<file path="config.mk">
export PLATFORM = sky130hd
export DESIGN_NAME = positional_array_list_core_flat
export DESIGN_NICKNAME = d
export VERILOG_FILES = /design/src/sv/pal_pkg.sv /design/src/sv/pal_req_if.sv /design/src/sv/pal_rsp_if.sv /design/src/sv/pal_ram.sv /design/src/sv/positional_array_list_core.sv /design/src/flat_wrapper.sv
export SDC_FILE = /design/constraint.sdc
export NUM_CORES = 1
export LEC_CHECK = 0
export BUFFER_PORTS_ARGS = -buffer_cell sky130_fd_sc_hd__clkbuf_2
export CAP_MARGIN = 15
export CELL_PAD_IN_SITES_DETAIL_PLACEMENT = 1
export CELL_PAD_IN_SITES_GLOBAL_PLACEMENT = 2
export CORE_UTILIZATION = 25
export CTS_BUF_LIST = sky130_fd_sc_hd__clkbuf_16
export DETAILED_ROUTE_END_ITERATION = 12
export PLACE_DENSITY = 0.58
export SYNTH_ARGS = -nofsm -noshare
export SYNTH_HDL_FRONTEND = slang
export SYNTH_SLANG_ARGS = --single-unit
</file>
<file path="constraint.sdc">
create_clock -name clk -period 4.6 [get_ports clk]
set_input_delay 0.46 -clock clk [delete_from_list [all_inputs] [get_ports clk]]
set_output_delay 0.46 -clock clk [all_outputs]
set_load 0.1 [all_outputs]
</file>
<file path="src/sv/pal_pkg.sv">
// Package for the positional array list core: operation and status codes,
// field widths and the default list depth.
// Depends on nothing; the files that use it take its names by scope.
`default_nettype none

package pal_pkg;

    localparam int DEPTH_DEFAULT = 16;

    localparam int OP_W   = 2;
    localparam int POS_W  = 5;
    localparam int DATA_W = 32;
    localparam int ST_W   = 2;

    typedef enum logic [OP_W-1:0] {
        OP_INSERT = 2'd0,
        OP_DELETE = 2'd1,
        OP_READ   = 2'd2,
        OP_FIND   = 2'd3
    } opcode_t;

    typedef enum logic [ST_W-1:0] {
        ST_OK    = 2'd0,
        ST_RANGE = 2'd1,
        ST_FULL  = 2'd2
    } status_t;

endpackage

`default_nettype wire

</file>
<file path="src/sv/pal_req_if.sv">
// Request channel of the positional array list core: valid/ready handshake
// with the opcode, position and value fields. Depends on pal_pkg.
`default_nettype none

interface pal_req_if;

    logic                               valid;
    logic                               ready;
    logic [pal_pkg::OP_W-1:0]           opcode;
    logic [pal_pkg::POS_W-1:0]          position;
    logic signed [pal_pkg::DATA_W-1:0]  value;

    modport source (output valid, output opcode, output position, output value, input ready);
    modport sink   (input valid, input opcode, input position, input value, output ready);

endinterface

`default_nettype wire

</file>
<file path="src/sv/pal_rsp_if.sv">
// Response channel of the positional array list core: valid/ready handshake
// with status, read data, found position and length. Depends on pal_pkg.
`default_nettype none

interface pal_rsp_if;

    logic                               valid;
    logic                               ready;
    logic [pal_pkg::ST_W-1:0]           status;
    logic signed [pal_pkg::DATA_W-1:0]  read_data;
    logic [pal_pkg::POS_W-1:0]          found_position;
    logic [pal_pkg::POS_W-1:0]          length;

    modport source (output valid, output status, output read_data, output found_position,
                    output length, input ready);
    modport sink   (input valid, input status, input read_data, input found_position,
                    input length, output ready);

endinterface

`default_nettype wire

</file>
<file path="src/sv/pal_ram.sv">
// Generic simple dual-port RAM: one write port, one read port with
// registered read data. No dependencies.
`default_nettype none

module pal_ram #(
    parameter int WIDTH = 32,
    parameter int DEPTH = 16
) (
    input  wire logic                     clk,
    input  wire logic                     wr_en,
    input  wire logic [$clog2(DEPTH)-1:0] wr_addr,
    input  wire logic [WIDTH-1:0]         wr_data,
    input  wire logic                     rd_en,
    input  wire logic [$clog2(DEPTH)-1:0] rd_addr,
    output      logic [WIDTH-1:0]         rd_data
);

    logic [WIDTH-1:0] mem_reg [DEPTH];
    logic [WIDTH-1:0] rd_data_reg;

    always_ff @(posedge clk)
    begin
        if (wr_en)
        begin
            mem_reg[wr_addr] <= wr_data;
        end
        if (rd_en)
        begin
            rd_data_reg <= mem_reg[rd_addr];
        end
    end

    assign rd_data = rd_data_reg;

endmodule

`default_nettype wire

</file>
<file path="src/sv/positional_array_list_core.sv">
// Positional array list core: an ordered list of up to DEPTH signed 32-bit
// words in one RAM, with insert, delete, read and find by one-based position.
// Depends on pal_pkg, pal_req_if, pal_rsp_if and pal_ram.
`default_nettype none

// The list lives in a single RAM with one read and one write port, and a
// small sequencer moves entries one at a time: each entry that an insert or
// delete shifts, and each entry that a find compares, takes a read step
// (S_RD) and then a write or compare step (S_XFER). A rejected request
// (full list or bad position) goes straight to the finishing step, which
// waits while the response register still holds a beat not yet taken. The
// block takes one request at a time and drops ready until the result is
// loaded into the response register; that register holds a finished beat
// while the next request is already being worked on. Positions are 5 bits
// wide, so with DEPTH above 31 the upper places cannot be addressed, and
// length and found_position keep their low 5 bits. After reset the list is
// empty; entries are only read once written.

module positional_array_list_core #(
    parameter int DEPTH = pal_pkg::DEPTH_DEFAULT
) (
    input  wire logic  clk,
    input  wire logic  rst_n,
    pal_req_if.sink    req,
    pal_rsp_if.source  rsp
);

    localparam int AW   = $clog2(DEPTH);
    localparam int CW   = $clog2(DEPTH + 1);
    localparam int CMPW = ((CW > pal_pkg::POS_W) ? CW : pal_pkg::POS_W) + 1;

    typedef enum logic [3:0] {
        S_IDLE = 4'b0001,
        S_RD   = 4'b0010,
        S_XFER = 4'b0100,
        S_DONE = 4'b1000
    } state_t;

    // Sequencer and list state
    state_t                      state_reg, state_next;
    pal_pkg::opcode_t            op_reg, op_next;
    logic [pal_pkg::POS_W-1:0]   pos_reg, pos_next;
    logic [pal_pkg::DATA_W-1:0]  value_reg, value_next;
    logic [CW-1:0]               cur_reg, cur_next;
    logic [CW-1:0]               count_reg, count_next;

    // Result staged until the response register is free
    pal_pkg::status_t            res_status_reg, res_status_next;
    logic [pal_pkg::DATA_W-1:0]  res_data_reg, res_data_next;
    logic [CW-1:0]               res_fpos_reg, res_fpos_next;

    // Response register
    logic                        rsp_valid_reg, rsp_valid_next;
    logic [pal_pkg::ST_W-1:0]    rsp_status_reg, rsp_status_next;
    logic [pal_pkg::DATA_W-1:0]  rsp_data_reg, rsp_data_next;
    logic [pal_pkg::POS_W-1:0]   rsp_fpos_reg, rsp_fpos_next;
    logic [pal_pkg::POS_W-1:0]   rsp_len_reg, rsp_len_next;

    // RAM port controls
    logic                        wr_en;
    logic [AW-1:0]               wr_addr;
    logic [pal_pkg::DATA_W-1:0]  wr_data;
    logic                        rd_en;
    logic [AW-1:0]               rd_addr;
    logic [pal_pkg::DATA_W-1:0]  rd_data;

    // Widened copies for range compares
    logic [CMPW-1:0]             in_pos_ext;
    logic [CMPW-1:0]             in_pos_m1;
    logic [CMPW-1:0]             pos_ext;
    logic [CMPW-1:0]             cnt_ext;
    logic [CMPW-1:0]             cur_ext;
    logic [CMPW-1:0]             fpos_ext;
    logic [CW-1:0]               cur_m1;
    logic [CW-1:0]               cur_p1;

    assign in_pos_ext = CMPW'(req.position);
    assign in_pos_m1  = in_pos_ext - CMPW'(1);
    assign pos_ext    = CMPW'(pos_reg);
    assign cnt_ext    = CMPW'(count_reg);
    assign cur_ext    = CMPW'(cur_reg);
    assign fpos_ext   = CMPW'(res_fpos_reg);
    assign cur_m1     = cur_reg - CW'(1);
    assign cur_p1     = cur_reg + CW'(1);

    pal_ram #(
        .WIDTH (pal_pkg::DATA_W),
        .DEPTH (DEPTH)
    ) u_ram (
        .clk     (clk),
        .wr_en   (wr_en),
        .wr_addr (wr_addr),
        .wr_data (wr_data),
        .rd_en   (rd_en),
        .rd_addr (rd_addr),
        .rd_data (rd_data)
    );

    assign req.ready = (state_reg == S_IDLE);

    always_comb
    begin
        state_next      = state_reg;
        op_next         = op_reg;
        pos_next        = pos_reg;
        value_next      = value_reg;
        cur_next        = cur_reg;
        count_next      = count_reg;
        res_status_next = res_status_reg;
        res_data_next   = res_data_reg;
        res_fpos_next   = res_fpos_reg;
        rsp_valid_next  = rsp_valid_reg && !rsp.ready;
        rsp_status_next = rsp_status_reg;
        rsp_data_next   = rsp_data_reg;
        rsp_fpos_next   = rsp_fpos_reg;
        rsp_len_next    = rsp_len_reg;
        wr_en           = 1'b0;
        wr_addr         = cur_reg[AW-1:0];
        wr_data         = value_reg;
        rd_en           = 1'b0;
        rd_addr         = cur_reg[AW-1:0];

        case (state_reg)
            S_IDLE:
            begin
                if (req.valid)
                begin
                    op_next         = pal_pkg::opcode_t'(req.opcode);
                    pos_next        = req.position;
                    value_next      = req.value;
                    res_status_next = pal_pkg::ST_OK;
                    res_data_next   = '0;
                    res_fpos_next   = '0;
                    state_next      = S_RD;
                    case (pal_pkg::opcode_t'(req.opcode))
                        pal_pkg::OP_INSERT:
                        begin
                            cur_next = count_reg;
                            if (cnt_ext >= CMPW'(DEPTH))
                            begin
                                res_status_next = pal_pkg::ST_FULL;
                                state_next      = S_DONE;
                            end
                            else if (in_pos_ext == '0 || in_pos_ext > cnt_ext + CMPW'(1))
                            begin
                                res_status_next = pal_pkg::ST_RANGE;
                                state_next      = S_DONE;
                            end
                        end
                        pal_pkg::OP_DELETE:
                        begin
                            cur_next = in_pos_ext[CW-1:0];
                            if (in_pos_ext == '0 || in_pos_ext > cnt_ext)
                            begin
                                res_status_next = pal_pkg::ST_RANGE;
                                state_next      = S_DONE;
                            end
                        end
                        pal_pkg::OP_READ:
                        begin
                            cur_next = in_pos_m1[CW-1:0];
                            if (in_pos_ext == '0 || in_pos_ext > cnt_ext)
                            begin
                                res_status_next = pal_pkg::ST_RANGE;
                                state_next      = S_DONE;
                            end
                        end
                        pal_pkg::OP_FIND:
                        begin
                            cur_next = '0;
                        end
                        default:
                        begin
                            state_next = S_DONE;
                        end
                    endcase
                end
            end

            S_RD:
            begin
                case (op_reg)
                    pal_pkg::OP_INSERT:
                    begin
                        // Gap reached: drop the new word in and grow the list
                        if (cur_ext < pos_ext)
                        begin
                            wr_en      = 1'b1;
                            wr_addr    = cur_reg[AW-1:0];
                            wr_data    = value_reg;
                            count_next = count_reg + CW'(1);
                            state_next = S_DONE;
                        end
                        else
                        begin
                            rd_en      = 1'b1;
                            rd_addr    = cur_m1[AW-1:0];
                            state_next = S_XFER;
                        end
                    end
                    pal_pkg::OP_DELETE:
                    begin
                        if (cur_reg >= count_reg)
                        begin
                            count_next = count_reg - CW'(1);
                            state_next = S_DONE;
                        end
                        else
                        begin
                            rd_en      = 1'b1;
                            rd_addr    = cur_reg[AW-1:0];
                            state_next = S_XFER;
                        end
                    end
                    pal_pkg::OP_READ:
                    begin
                        rd_en      = 1'b1;
                        rd_addr    = cur_reg[AW-1:0];
                        state_next = S_XFER;
                    end
                    pal_pkg::OP_FIND:
                    begin
                        if (cur_reg >= count_reg)
                        begin
                            state_next = S_DONE;
                        end
                        else
                        begin
                            rd_en      = 1'b1;
                            rd_addr    = cur_reg[AW-1:0];
                            state_next = S_XFER;
                        end
                    end
                    default:
                    begin
                        state_next = S_DONE;
                    end
                endcase
            end

            S_XFER:
            begin
                case (op_reg)
                    pal_pkg::OP_INSERT:
                    begin
                        // Shift one entry up and step toward the insert point
                        wr_en      = 1'b1;
                        wr_addr    = cur_reg[AW-1:0];
                        wr_data    = rd_data;
                        cur_next   = cur_m1;
                        state_next = S_RD;
                    end
                    pal_pkg::OP_DELETE:
                    begin
                        // Shift one entry down and advance toward the tail
                        wr_en      = 1'b1;
                        wr_addr    = cur_m1[AW-1:0];
                        wr_data    = rd_data;
                        cur_next   = cur_p1;
                        state_next = S_RD;
                    end
                    pal_pkg::OP_READ:
                    begin
                        res_data_next = rd_data;
                        state_next    = S_DONE;
                    end
                    pal_pkg::OP_FIND:
                    begin
                        if (rd_data == value_reg)
                        begin
                            res_fpos_next = cur_p1;
                            state_next    = S_DONE;
                        end
                        else
                        begin
                            cur_next   = cur_p1;
                            state_next = S_RD;
                        end
                    end
                    default:
                    begin
                        state_next = S_DONE;
                    end
                endcase
            end

            S_DONE:
            begin
                // Hold the result until the response register can take it
                if (!rsp_valid_reg || rsp.ready)
                begin
                    rsp_valid_next  = 1'b1;
                    rsp_status_next = res_status_reg;
                    rsp_data_next   = res_data_reg;
                    rsp_fpos_next   = fpos_ext[pal_pkg::POS_W-1:0];
                    rsp_len_next    = cnt_ext[pal_pkg::POS_W-1:0];
                    state_next      = S_IDLE;
                end
            end

            default:
            begin
                state_next = S_IDLE;
            end
        endcase
    end

    always_ff @(posedge clk or negedge rst_n)
    begin
        if (!rst_n)
        begin
            state_reg     <= S_IDLE;
            count_reg     <= '0;
            rsp_valid_reg <= 1'b0;
        end
        else
        begin
            state_reg     <= state_next;
            count_reg     <= count_next;
            rsp_valid_reg <= rsp_valid_next;
        end
    end

    always_ff @(posedge clk)
    begin
        op_reg         <= op_next;
        pos_reg        <= pos_next;
        value_reg      <= value_next;
        cur_reg        <= cur_next;
        res_status_reg <= res_status_next;
        res_data_reg   <= res_data_next;
        res_fpos_reg   <= res_fpos_next;
        rsp_status_reg <= rsp_status_next;
        rsp_data_reg   <= rsp_data_next;
        rsp_fpos_reg   <= rsp_fpos_next;
        rsp_len_reg    <= rsp_len_next;
    end

    assign rsp.valid          = rsp_valid_reg;
    assign rsp.status         = rsp_status_reg;
    assign rsp.read_data      = rsp_data_reg;
    assign rsp.found_position = rsp_fpos_reg;
    assign rsp.length         = rsp_len_reg;

    // The list never grows past its depth
    a_count_bound: assert property (@(posedge clk) disable iff (!rst_n)
        cnt_ext <= CMPW'(DEPTH))
        else $error("list count exceeds depth");

    // The count only moves at the end of an insert or delete
    a_count_moves_in_rd: assert property (@(posedge clk) disable iff (!rst_n)
        (count_reg != $past(count_reg)) |-> ($past(state_reg) == S_RD))
        else $error("list count changed outside the final step");

    // A rejected request leaves the count alone
    a_reject_keeps_count: assert property (@(posedge clk) disable iff (!rst_n)
        (state_reg == S_DONE && res_status_reg != pal_pkg::ST_OK) |-> $stable(count_reg))
        else $error("rejected request changed the list count");

    // A new response beat is loaded only from the finishing step
    a_rsp_from_done: assert property (@(posedge clk) disable iff (!rst_n)
        (rsp_valid_reg && (!$past(rsp_valid_reg) || $past(rsp.ready)))
        |-> ($past(state_reg) == S_DONE))
        else $error("response loaded outside the finishing step");

    // A find hit lies within the entries in use
    a_find_in_range: assert property (@(posedge clk) disable iff (!rst_n)
        (state_reg == S_DONE && op_reg == pal_pkg::OP_FIND && res_fpos_reg != '0)
        |-> (res_fpos_reg <= count_reg))
        else $error("find position beyond list length");

endmodule

`default_nettype wire
</file>
<file path="src/flat_wrapper.sv">
// flat-port wrapper written by rule: the top's interface ports become plain ports
module positional_array_list_core_flat 
#(
    parameter int DEPTH = pal_pkg::DEPTH_DEFAULT
)
  (clk, rst_n, req_valid, req_opcode, req_position, req_value, req_ready, rsp_valid, rsp_status, rsp_read_data, rsp_found_position, rsp_length, rsp_ready);
  pal_req_if req_i ();
  pal_rsp_if rsp_i ();
  input  wire logic clk;
  input  wire logic rst_n;
  input wire logic [$bits(req_i.valid)-1:0] req_valid;
  input wire logic [$bits(req_i.opcode)-1:0] req_opcode;
  input wire logic [$bits(req_i.position)-1:0] req_position;
  input wire logic [$bits(req_i.value)-1:0] req_value;
  output wire logic [$bits(req_i.ready)-1:0] req_ready;
  output wire logic [$bits(rsp_i.valid)-1:0] rsp_valid;
  output wire logic [$bits(rsp_i.status)-1:0] rsp_status;
  output wire logic [$bits(rsp_i.read_data)-1:0] rsp_read_data;
  output wire logic [$bits(rsp_i.found_position)-1:0] rsp_found_position;
  output wire logic [$bits(rsp_i.length)-1:0] rsp_length;
  input wire logic [$bits(rsp_i.ready)-1:0] rsp_ready;
  assign req_i.valid = req_valid;
  assign req_i.opcode = req_opcode;
  assign req_i.position = req_position;
  assign req_i.value = req_value;
  assign req_ready = req_i.ready;
  assign rsp_valid = rsp_i.valid;
  assign rsp_status = rsp_i.status;
  assign rsp_read_data = rsp_i.read_data;
  assign rsp_found_position = rsp_i.found_position;
  assign rsp_length = rsp_i.length;
  assign rsp_i.ready = rsp_ready;
  positional_array_list_core #(.DEPTH(DEPTH)) u_core (.clk(clk), .rst_n(rst_n), .req(req_i), .rsp(rsp_i));
endmodule
</file>
==> Yosys cells after proc, flatten, opt, wreduce, memory -nomap -nowiden <==
Memory sizes are Yosys's and may differ from the RTL's. A register that Yosys moved wholly into a read port is not among the register bits.
Cells that the tools add are included.
{ "totals": {"ff_bits": 137, "ram_bits": 512, "input_bits": 43, "out_inout_bits": 46, "wordCells": 118, "memories": 1} }
{ "classes": {"add_sub_neg": 6, "order_cmp": 5, "eq_ne": 20, "mux": 50, "reduce_logical": 22} }
{ "mem_list": {"columns": ["memory", "depth", "word_bits", "rd", "rd_clocked_by_memory_dff", "write_ports", "line_no", "text"], "rows": [
  ["u_core.u_ram.mem_reg", 16, 32, 1, 1, 1, "pal_ram.sv:18", "logic [WIDTH-1:0] mem_reg [DEPTH];"]
]} }
{ "op_table": {"columns": ["cell", "n"], "rows": [
  ["$mux 32", 4],
  ["$pmux 32 s2", 1],
  ["$mux 4", 12],
  ["$mux 5", 7],
  ["$eq 32x32->1", 1],
  ["$pmux 5 s2", 3],
  ["$pmux 4 s3", 2],
  ["$pmux 5 s4", 1],
  ["$pmux 4 s2", 2],
  ["$pmux 4 s4", 1],
  ["$pmux 5 s3", 1],
  ["$sub 5x1->5 const B", 3],
  ["$mux 1", 12],
  ["$reduce_and 4->1", 3],
  ["$add 5x1->5 const B", 2],
  ["$ne 2x1->1 const B", 5],
  ["$eq 2x2->1 const B", 4],
  ["$add 5x1->6 const B", 1],
  ["$gt 5x6->1", 1],
  ["$logic_not 6->1", 1],
  ["$reduce_and 2->1", 3],
  ["$reduce_or 2->1", 3],
  ["$ge 5x5->1", 1],
  ["$ge 5x5->1 const B", 1],
  ["21 further kinds", 28]
]} }

==> Longest topological paths before layout <==
Gate-level depths: netlist of run 1.
{ "logic_depth": {"ltp_word": 8, "depth_mapped": 13} }

==> Modules after synthesis <==
From an unflattened synthesis of run 1, not the netlist that was laid out.
{ "unflattened": {"cells_unflattened": 1307, "area_unflattened_um2": 26765.7} }
{ "by_module_without_submodules": {"columns": ["module", "instances", "cells_each", "area_per_inst_um2", "seq_area_each_um2"], "rows": [
  ["pal_ram", 1, 838, 20155.6, 16335.7],
  ["positional_array_list_core", 1, 469, 6610.1, 4065.1]
]} }

==> Worst setup path before layout of run 1 <==
OpenSTA, ideal clock, no wires.
{ "synth_path": {"path_type": "register to register", "startpoint": "register u_core.state_reg[0]", "endpoint": "register u_core.res_data_reg[0] (netlist name) (enable)", "setup_time_ps": 466, "t_arrival_ps": 5541, "path_slack_ps": -1406, "stages_incl_launch_ff": 4, "path_buffers": 0, "path_cell_list": "dfstp_2 -> nor4b_1 -> nand2_1 -> o21ai_0"} }
{ "synth_between": {"elab_chain_cells": 3} }
{ "synth_lines": {"columns": ["item", "line_no", "text"], "rows": [
  ["start: declaration", "positional_array_list_core.sv:40", "state_t state_reg, state_next;"],
  ["start signal: assignment", "positional_array_list_core.sv:318", "state_reg <= state_next;"],
  ["$eq 4x1->1 *", null, null],
  ["via req_ready", "flat_wrapper.sv:15", "output wire logic [$bits(req_i.ready)-1:0] req_ready;"],
  ["$ne 2x2->1 (no source line) or $reduce_bool 2->1 (tied branches)", null, null],
  ["$reduce_and 3->1 (no source line) *", null, null],
  ["end signal: assignment", "positional_array_list_core.sv:331", "res_data_reg <= res_data_next;"],
  ["end: declaration", "positional_array_list_core.sv:49", "logic [pal_pkg::DATA_W-1:0] res_data_reg, res_data_next;"]
]} }
Mark *: on every way through the listed nets, which the timed path passes. The rest lies on a longest branch.
A chain may end at the register's enable or synchronous reset.

==> Final worst setup path of run 1 <==
{ "layout_path": {"startpoint": "register u_core.state_reg[2]", "endpoint": "register u_core.u_ram.rd_data_reg[13] (netlist: u_core.u_ram.rd_data[13]), read port of u_core.u_ram.mem_reg, data pin"} }
{ "layout_between": {"elab_chain_cells": 2} }
{ "layout_lines": {"columns": ["item", "line_no", "text"], "rows": [
  ["$eq 4x2->1 *", "positional_array_list_core.sv:123", "case (state_reg)"],
  ["$mux 4 or $mux 1 (tied branches)", "positional_array_list_core.sv:123", null],
  ["end: declaration", "pal_ram.sv:19", "logic [WIDTH-1:0] rd_data_reg;"]
]} }
Every way passes the cells marked *; elsewhere a longest branch is shown, timed or not.

==> flow_metrics.py, run 1 <==
metrics = {
    "status": {
        "run_status": "complete, no violations",
    },
    "synthesis": {
        "synth.yosys.seq_area_share_pct": 69.7,
        "mapped_nets": 2203,
        "synth_enable_flop_cells": 671,
        "synth.ff_latch_count": 681,
        "synth_top_cell_area_share_pct": 68.9,
        "synthCells": 2128,
        "ys_types": 61,
        "synth-async-reset-ratio_pct": 1.47,
        "postSynthAreaPerCell_um2": 13.7,
        "yosys_most_used_dff": "sky130_fd_sc_hd__edfxtp_1",
        "post_synth_main_area_contributors": "sky130_fd_sc_hd__edfxtp_1 69%, sky130_fd_sc_hd__o22ai_1 8.1%, sky130_fd_sc_hd__nor3_1 2.9%",
        "mappedNetlistArea_um2": 29300,
        "ys.warnings.count": 0,
        "netlist.top_cell.by_area": "sky130_fd_sc_hd__edfxtp_1",
    },
    "clock_tree": {
        "clock_tree.htree_level_count": 3,
        "cts-resized-gates": 0,
        "cts.sinks": 681,
        "tritoncts": "done",
        "cts_made_buffers": 79,
        "cts_post_setup_buffers_inserted": 0,
        "clkLatencyLatePin_ns": 0.63,
        "postCtsHoldBufs": 26,
        "root_buffer": "sky130_fd_sc_hd__clkbuf_16",
        "clock_tree.buffer_depth": 3,
        "clk_pin_slew_ns": 0.06,
    },
    "worst_setup_path": {
        "timing.critical_path.max_delay_family": "simple AND/OR/NAND/NOR gates",
        "reg2reg_depth": 9,
        "cp.depth": 9,
        "worst-endpoint-required_ns": 4.95,
        "start_kind": "register",
        "path_max_fanout": 92,
        "crit_path_cell_trace": "or4b_1, nor3_4, a21o_4, nand2b_4, buf_12, o22ai_1, nor3_1, nor4_1, nand2_1",
        "setup.worst_path.end_class": "register",
        "critical_path_class": "reg -> reg",
        "arrival_ns": 4.40,
        "worst-path-buf-inv": 1,
        "critPathMaxStageDelay_ns": 0.70,
        "timing.critical_path.slowest_stage_cell": "sky130_fd_sc_hd__or4b_1",
    },
    "sta": {
        "worst_pin_slew_ns": 1.11,
        "grt_setup_unrepaired": "no",
        "worst_clock_skew_ns": 0.0285,
        "maxSlewHeadroom_pct": 25.8,
        "period_needed_ns": 4.05,
        "tns_ns": 0,
        "finalSetupViolations": 0,
        "crit_share_post_route_pct": 88.1,
        "finalWorstSetupSlack_ns": 0.548,
        "finalMaxSlewViolations": 0,
        "maxClockFrequency_ghz": 0.247,
        "final_hold_viol_count": 0,
    },
    "drt": {
        "initialDrtViolationCount": 1551,
        "wl_per_cell_um": 25.7,
        "vias_per_cell": 5.20,
        "detailroute.via_count": 19900,
        "detail_route.first_pass.iterations": 6,
        "route.detailed.drc": 0,
        "remaining_antenna_violation_count_after_routing": 0,
        "route.final.wire_length_um": 98400,
    },
    "layout": {
        "most-common-layout-cells": "671 x sky130_fd_sc_hd__edfxtp_1, 378 x sky130_fd_sc_hd__o22ai_1, 171 x sky130_fd_sc_hd__nor3_1",
        "drive_gt1_share_pct": 15.6,
        "area_delta_synth_final_pct": 19.6,
        "layout.cells.most_common": "sky130_fd_sc_hd__edfxtp_1",
        "largest_register_ff_count": 512,
        "num-fill-cells": 12300,
        "finish.net_count": 2324,
    },
    "global_route": {
        "antenna_found_initial": 5,
        "grt_first_pass_wirelength_um": 141000,
        "grt_max_degree": 126,
        "overflow": 0,
        "grt_pass1_vias": 20500,
        "gr-usage-all-layers_pct": 16.3,
    },
    "job": {
        "drv.max_cap_violation_count": 0,
    },
    "min_path": {
        "whs_path_depth": 1,
        "min-delay-path-class": "in -> reg",
    },
    "placement": {
        "port_buffers": 88,
        "dpl.hpwl_um": 60100,
        "detailedPlace.worstSlack_ns": 0.626,
        "gp_routability_congestion": 0.783,
    },
    "floorplan": {
        "die_area_um2": 118000,
        "die-height_um": 344,
        "floorplan.rows": 125,
        "core-area_um2": 116000,
        "die_w_um": 344,
        "num_io_pins": 89,
        "initial_utilization_pct": 25.2,
    },
    "power": {
        "vdd.ir_drop.worst_mv": 0.266,
        "power.leakage_nw": 11.3,
        "p_per_area_nw_per_um2": 520,
    },
}
power breakdown:
part           switching [W]  leakage, nW  total (W)  internal, W
registers           0.000246         6.22    0.00779      0.00755
logic                0.00296         3.80    0.00428      0.00132
clock network        0.00251         1.30    0.00612      0.00360
total                0.00572         11.3     0.0182       0.0125
final timing paths:
| check | slack (ns) | to | startpoint |
|---|---|---|---|
| min | 0.04 | u_core.value_reg[8] | req_value[8] |
| max reg2reg | 0.55 | u_core.u_ram.rd_data[13] | u_core.state_reg[2] |
| max in group asynchronous | 4.08 | u_core.state_reg[0] | rst_n |
| max | 0.55 | u_core.u_ram.rd_data[13] | u_core.state_reg[2] |
| min reg2reg | 0.41 | u_core.rsp.read_data[15] | u_core.res_data_reg[15] |
| min in group asynchronous | 0.24 | u_core.state_reg[2] | rst_n |
through the flow:
| step | util [%] | power, W | hold WS [ns] | cells | area [µm²] |
|---|---|---|---|---|---|
| final | 30.1 | 0.0182 | 0.0374 | 3835 | 35000 |
| after global routing | 30.1 | 0.0189 | 0.0190 | 3834 | 35000 |
| after CTS | 30.1 | 0.0184 | 0.000191 | 3833 | 35000 |
| after detailed placement | 27.7 | 0.0122 | 0.356 | 3665 | 32200 |
| after global placement | 27.7 | 0.0121 | 0.349 | 3665 | 32200 |
| after floorplan | - | 0.0105 | 0.164 | 2128 | 29300 |
metal layers:
metal | vias to the layer above | GRT usage [%] | wire length, µm | share of wire [%]
li1 | 8863 | - | - | -
met1 | 10400 | 21.4 | 44100 | 45
met2 | 523 | 27.8 | 47800 | 49
met3 | 139 | 1.95 | 3830 | 3.9
met4 | 0 | 5.25 | 2700 | 2.7
met5 | - | 0 | 0 | 0
synth_stat cells (11+ instances only):
library cell / instances
sky130_fd_sc_hd__inv_1: 26
sky130_fd_sc_hd__a311oi_1: 28
sky130_fd_sc_hd__xor2_1: 29
sky130_fd_sc_hd__mux2i_1: 39
sky130_fd_sc_hd__edfxtp_1: 671
sky130_fd_sc_hd__nor3_1: 171
sky130_fd_sc_hd__mux2_2: 36
sky130_fd_sc_hd__clkbuf_1: 102
sky130_fd_sc_hd__and2_1: 38
sky130_fd_sc_hd__nor2b_1: 11
sky130_fd_sc_hd__nor4_1: 33
sky130_fd_sc_hd__nand3_1: 48
sky130_fd_sc_hd__buf_1: 14
sky130_fd_sc_hd__xnor2_1: 22
sky130_fd_sc_hd__o22ai_1: 378
sky130_fd_sc_hd__nor2_1: 50
sky130_fd_sc_hd__o221ai_1: 35
sky130_fd_sc_hd__nand2_1: 128
sky130_fd_sc_hd__o21ai_0: 64
sky130_fd_sc_hd__buf_2: 29
sky130_fd_sc_hd__a211oi_1: 11
sky130_fd_sc_hd__ha_1: 31
sky130_fd_sc_hd__a21oi_1: 33
logic make-up (layout without fill, tap and decap cells):
kind of cell    count (synthesis)  in the layout  synth area share, %
compound gates                585            585                 13.0
mux                            78             78                 2.95
buf+inv                       181            363                 2.64
xor+xnor                       51             51                 1.53
flops                         681            681                 69.7
simple gates                  520            520                 8.79
other cells                     0              1                    0
fa+ha+maj                      32             32                 1.39
cell type report:
cell class	count	area, µm²	area share [%]
Inverter	26	97.6	0.279
Timing Repair Buffer	195	1710	4.89
Clock buffer	82	2050	5.87
Tap cell	1524	1910	5.45
Antenna cell	1	2.50	0.00715
Multi-Input combinational cell	1266	8360	23.9
Clock inverter	60	457	1.31
Sequential cell	681	20400	58.3
Note: power is estimated with default switching activity, not from simulation.
==> run 2: changes to the inputs <==
--- a/config.mk
+++ b/config.mk
@@ -12,7 +12,8 @@
 export CORE_UTILIZATION = 25
 export CTS_BUF_LIST = sky130_fd_sc_hd__clkbuf_16
 export DETAILED_ROUTE_END_ITERATION = 12
-export PLACE_DENSITY = 0.58
+export PLACE_DENSITY_LB_ADDON = 0.1
 export SYNTH_ARGS = -nofsm -noshare
 export SYNTH_HDL_FRONTEND = slang
 export SYNTH_SLANG_ARGS = --single-unit
+export TNS_END_PERCENT = 50
==> run 2 against run 1 <==
- hold slack better by 0.049 ns
- via count fell by 0.48%
- worst setup slack lost 0.15 ns
- clock-buffer cell count grew 1
- register-to-register slack lost 0.15 ns
- critical path depth grew 2
==> flow_metrics.py, run 2 (same netlist as run 1, synthesis figures left out) <==
metrics = {
    "layout": {
        "area_delta_synth_final_pct": 19.0,
        "most-common-layout-cells": "671 x sky130_fd_sc_hd__edfxtp_1, 378 x sky130_fd_sc_hd__o22ai_1, 171 x sky130_fd_sc_hd__nor3_1",
        "layout.cells.most_common": "sky130_fd_sc_hd__edfxtp_1",
        "stdcell_count": 3839,
        "final_core_utilization_pct": 30.0,
        "num-fill-cells": 12300,
        "design_area_um2": 34800,
        "drive_gt1_share_pct": 15.7,
        "finish.net_count": 2327,
        "largest_register_ff_count": 512,
    },
    "worst_setup_path": {
        "reg2reg_slack_ns": 0.40,
        "worst-endpoint-required_ns": 4.97,
        "setup.worst_path.end_class": "register",
        "critPathMaxStageDelay_ns": 0.71,
        "timing.critical_path.mode_cell": "sky130_fd_sc_hd__buf_4",
        "critical_path_class": "reg -> reg",
        "path_max_fanout": 29,
        "start_kind": "register",
        "timing.critical_path.slowest_stage_cell": "sky130_fd_sc_hd__a21oi_2",
        "r2r_end": "u_core.u_ram.rd_data[12]",
        "arrival_ns": 4.57,
        "reg2reg_depth": 11,
        "rr_startpoint": "u_core.cur_reg[2]",
        "crit_path_cell_trace": "ha_1, a21oi_1, o21ai_0, a21oi_2, nand2_4, buf_4, buf_4, o22ai_1, nor3_1, nor4_1, nand2_1",
    },
    "floorplan": {
        "floorplan.rows": 125,
        "initial_utilization_pct": 25.2,
        "die_area_um2": 118000,
        "core-area_um2": 116000,
        "num_io_pins": 89,
        "die_w_um": 344,
        "die-height_um": 344,
    },
    "status": {
        "run_status": "complete, no violations",
    },
    "sta": {
        "tns_ns": 0,
        "finalMaxSlewViolations": 0,
        "worst_clock_skew_ns": 0.0326,
        "finalSetupViolations": 0,
        "grt_setup_unrepaired": "no",
        "period_needed_ns": 4.20,
        "worst_pin_slew_ns": 1.13,
        "final_hold_viol_count": 0,
        "maxClockFrequency_ghz": 0.238,
        "crit_share_post_route_pct": 91.3,
        "maxSlewHeadroom_pct": 22.6,
    },
    "power": {
        "power_frac_clock_pct": 33.2,
        "p_per_area_nw_per_um2": 522,
        "seq_power_share_pct": 43.0,
        "power.share.switching_pct": 32.8,
        "power.leakage_nw": 11.2,
        "vdd.ir_drop.worst_mv": 0.249,
        "power.switching_w": 0.00596,
        "power.total_w": 0.0182,
        "share_comb_of_total_power_pct": 23.7,
        "intPower_w": 0.0122,
    },
    "placement": {
        "dpl.cell_count": 3662,
        "dpl.hpwl_um": 62800,
        "gp_routability_congestion": 0.775,
        "port_buffers": 88,
        "detailed_place.area_um2": 32000,
    },
    "drt": {
        "initialDrtViolationCount": 1330,
        "route.final.wire_length_um": 106000,
        "wirelength_met1_um": 49500,
        "detail_route.first_pass.iterations": 6,
        "routed_met2_length_um": 49700,
        "wl_per_cell_um": 27.5,
        "vias_per_cell": 5.16,
        "detailroute.via_count": 19800,
        "remaining_antenna_violation_count_after_routing": 0,
        "routed.top_layer": "met4",
        "met3_length_um": 4530,
        "route.detailed.drc": 0,
    },
    "clock_tree": {
        "cts_post_setup_buffers_inserted": 0,
        "clk_pin_slew_ns": 0.06,
        "tritoncts": "done",
        "clock_tree.htree_level_count": 3,
        "cts.sinks": 681,
        "clock_tree.buffer_depth": 3,
        "clkLatencyLatePin_ns": 0.65,
        "cts_made_buffers": 80,
        "root_buffer": "sky130_fd_sc_hd__clkbuf_16",
    },
    "global_route": {
        "antenna_found_initial": 5,
        "gr-usage-all-layers_pct": 17.7,
        "grt_max_degree": 123,
        "overflow": 0,
        "grt_pass1_vias": 20900,
        "grt_first_pass_wirelength_um": 152000,
    },
    "min_path": {
        "min-delay-path-class": "in -> reg",
        "whs_path_depth": 1,
        "destination_of_the_worst_hold_path": "u_core.op_reg[1]",
        "min-delay-start": "req_opcode[1]",
    },
    "job": {
        "drv.max_cap_violation_count": 0,
    },
}
-- run 2: changes by cell type in the layout (fill, tap and decap cells not counted), moves of 2 or more --
cell	change
sky130_fd_sc_hd__buf_4	+8
sky130_fd_sc_hd__clkinvlp_4	+2
sky130_fd_sc_hd__buf_12	-12
sky130_fd_sc_hd__dlygate4sd3_1	+6
sky130_fd_sc_hd__clkinv_2	+9
sky130_fd_sc_hd__bufinv_16	-5
sky130_fd_sc_hd__clkinv_1	-5
-- run 2: area by class of cell --
class	count	area [µm²]	area share [%]
clock buffers	83	2080	5.97
diodes	1	2.50	0.00719
inverters	26	98.8	0.284
clock inverters	61	389	1.12
flip-flops and latches	681	20400	58.6
repair buffers	197	1590	4.57
well taps	1524	1910	5.48
multi-input cells	1266	8340	24.0
-- run 2: power groups by stage --
stage | Sequential (W) | Clock, W | Combinational, W
6_report | 0.00782 | 0.00604 | 0.00431
5_1_grt | 0.00785 | 0.00643 | 0.00471
4_1_cts | 0.00782 | 0.00624 | 0.00441
3_5_place_dp | 0.00794 | 0 | 0.00437
3_3_place_gp | 0.00794 | 0 | 0.00430
2_1_floorplan | 0.00798 | 0 | 0.00256
-- run 2: metal layers --
metal	vias up	global-route usage (%)
met5	-	0
met4	0	4.54
met3	119	2.29
met2	462	29.1
met1	10400	24.6
li1	8848	-
-- run 2: timing repair --
action | 4_1_cts | 5_1_grt
hold buffers | 32 | 0
gates resized for setup | 0 | 0
endpoints found under the hold margin | 41 | 0
-- run 2: worst max path at each step --
stage | from | to
after floorplan | u_core.state_reg[0] | u_core.res_data_reg[0]
after global placement | u_core.cur_reg[2] | u_core.u_ram.rd_data[12]
after detailed placement | u_core.cur_reg[2] | u_core.u_ram.rd_data[12]
after CTS | u_core.cur_reg[2] | u_core.u_ram.rd_data[12]
after global routing | u_core.cur_reg[2] | u_core.u_ram.rd_data[12]
final | u_core.cur_reg[2] | u_core.u_ram.rd_data[12]
-- run 2: through the flow --
step / hold slack (ns) / worst slack, ns
finish: 0.0869 / 0.399
global route: 0.0433 / 0.229
floorplan: 0.164 / 0.288
detailed placement: 0.355 / 0.513
CTS: 0.0244 / 0.490
global placement: 0.359 / 0.397
-- run 2: worst max-delay path, delay by kind of cell (launching register included) --
family	cells	cell delay, ns
AO/OA/AOI/OAI	4	1.26
AND/OR/NAND/NOR	4	1.21
buffers and inverters	2	0.67
flip-flops	1	0.41
adder cells (fa/ha/maj)	1	0.34
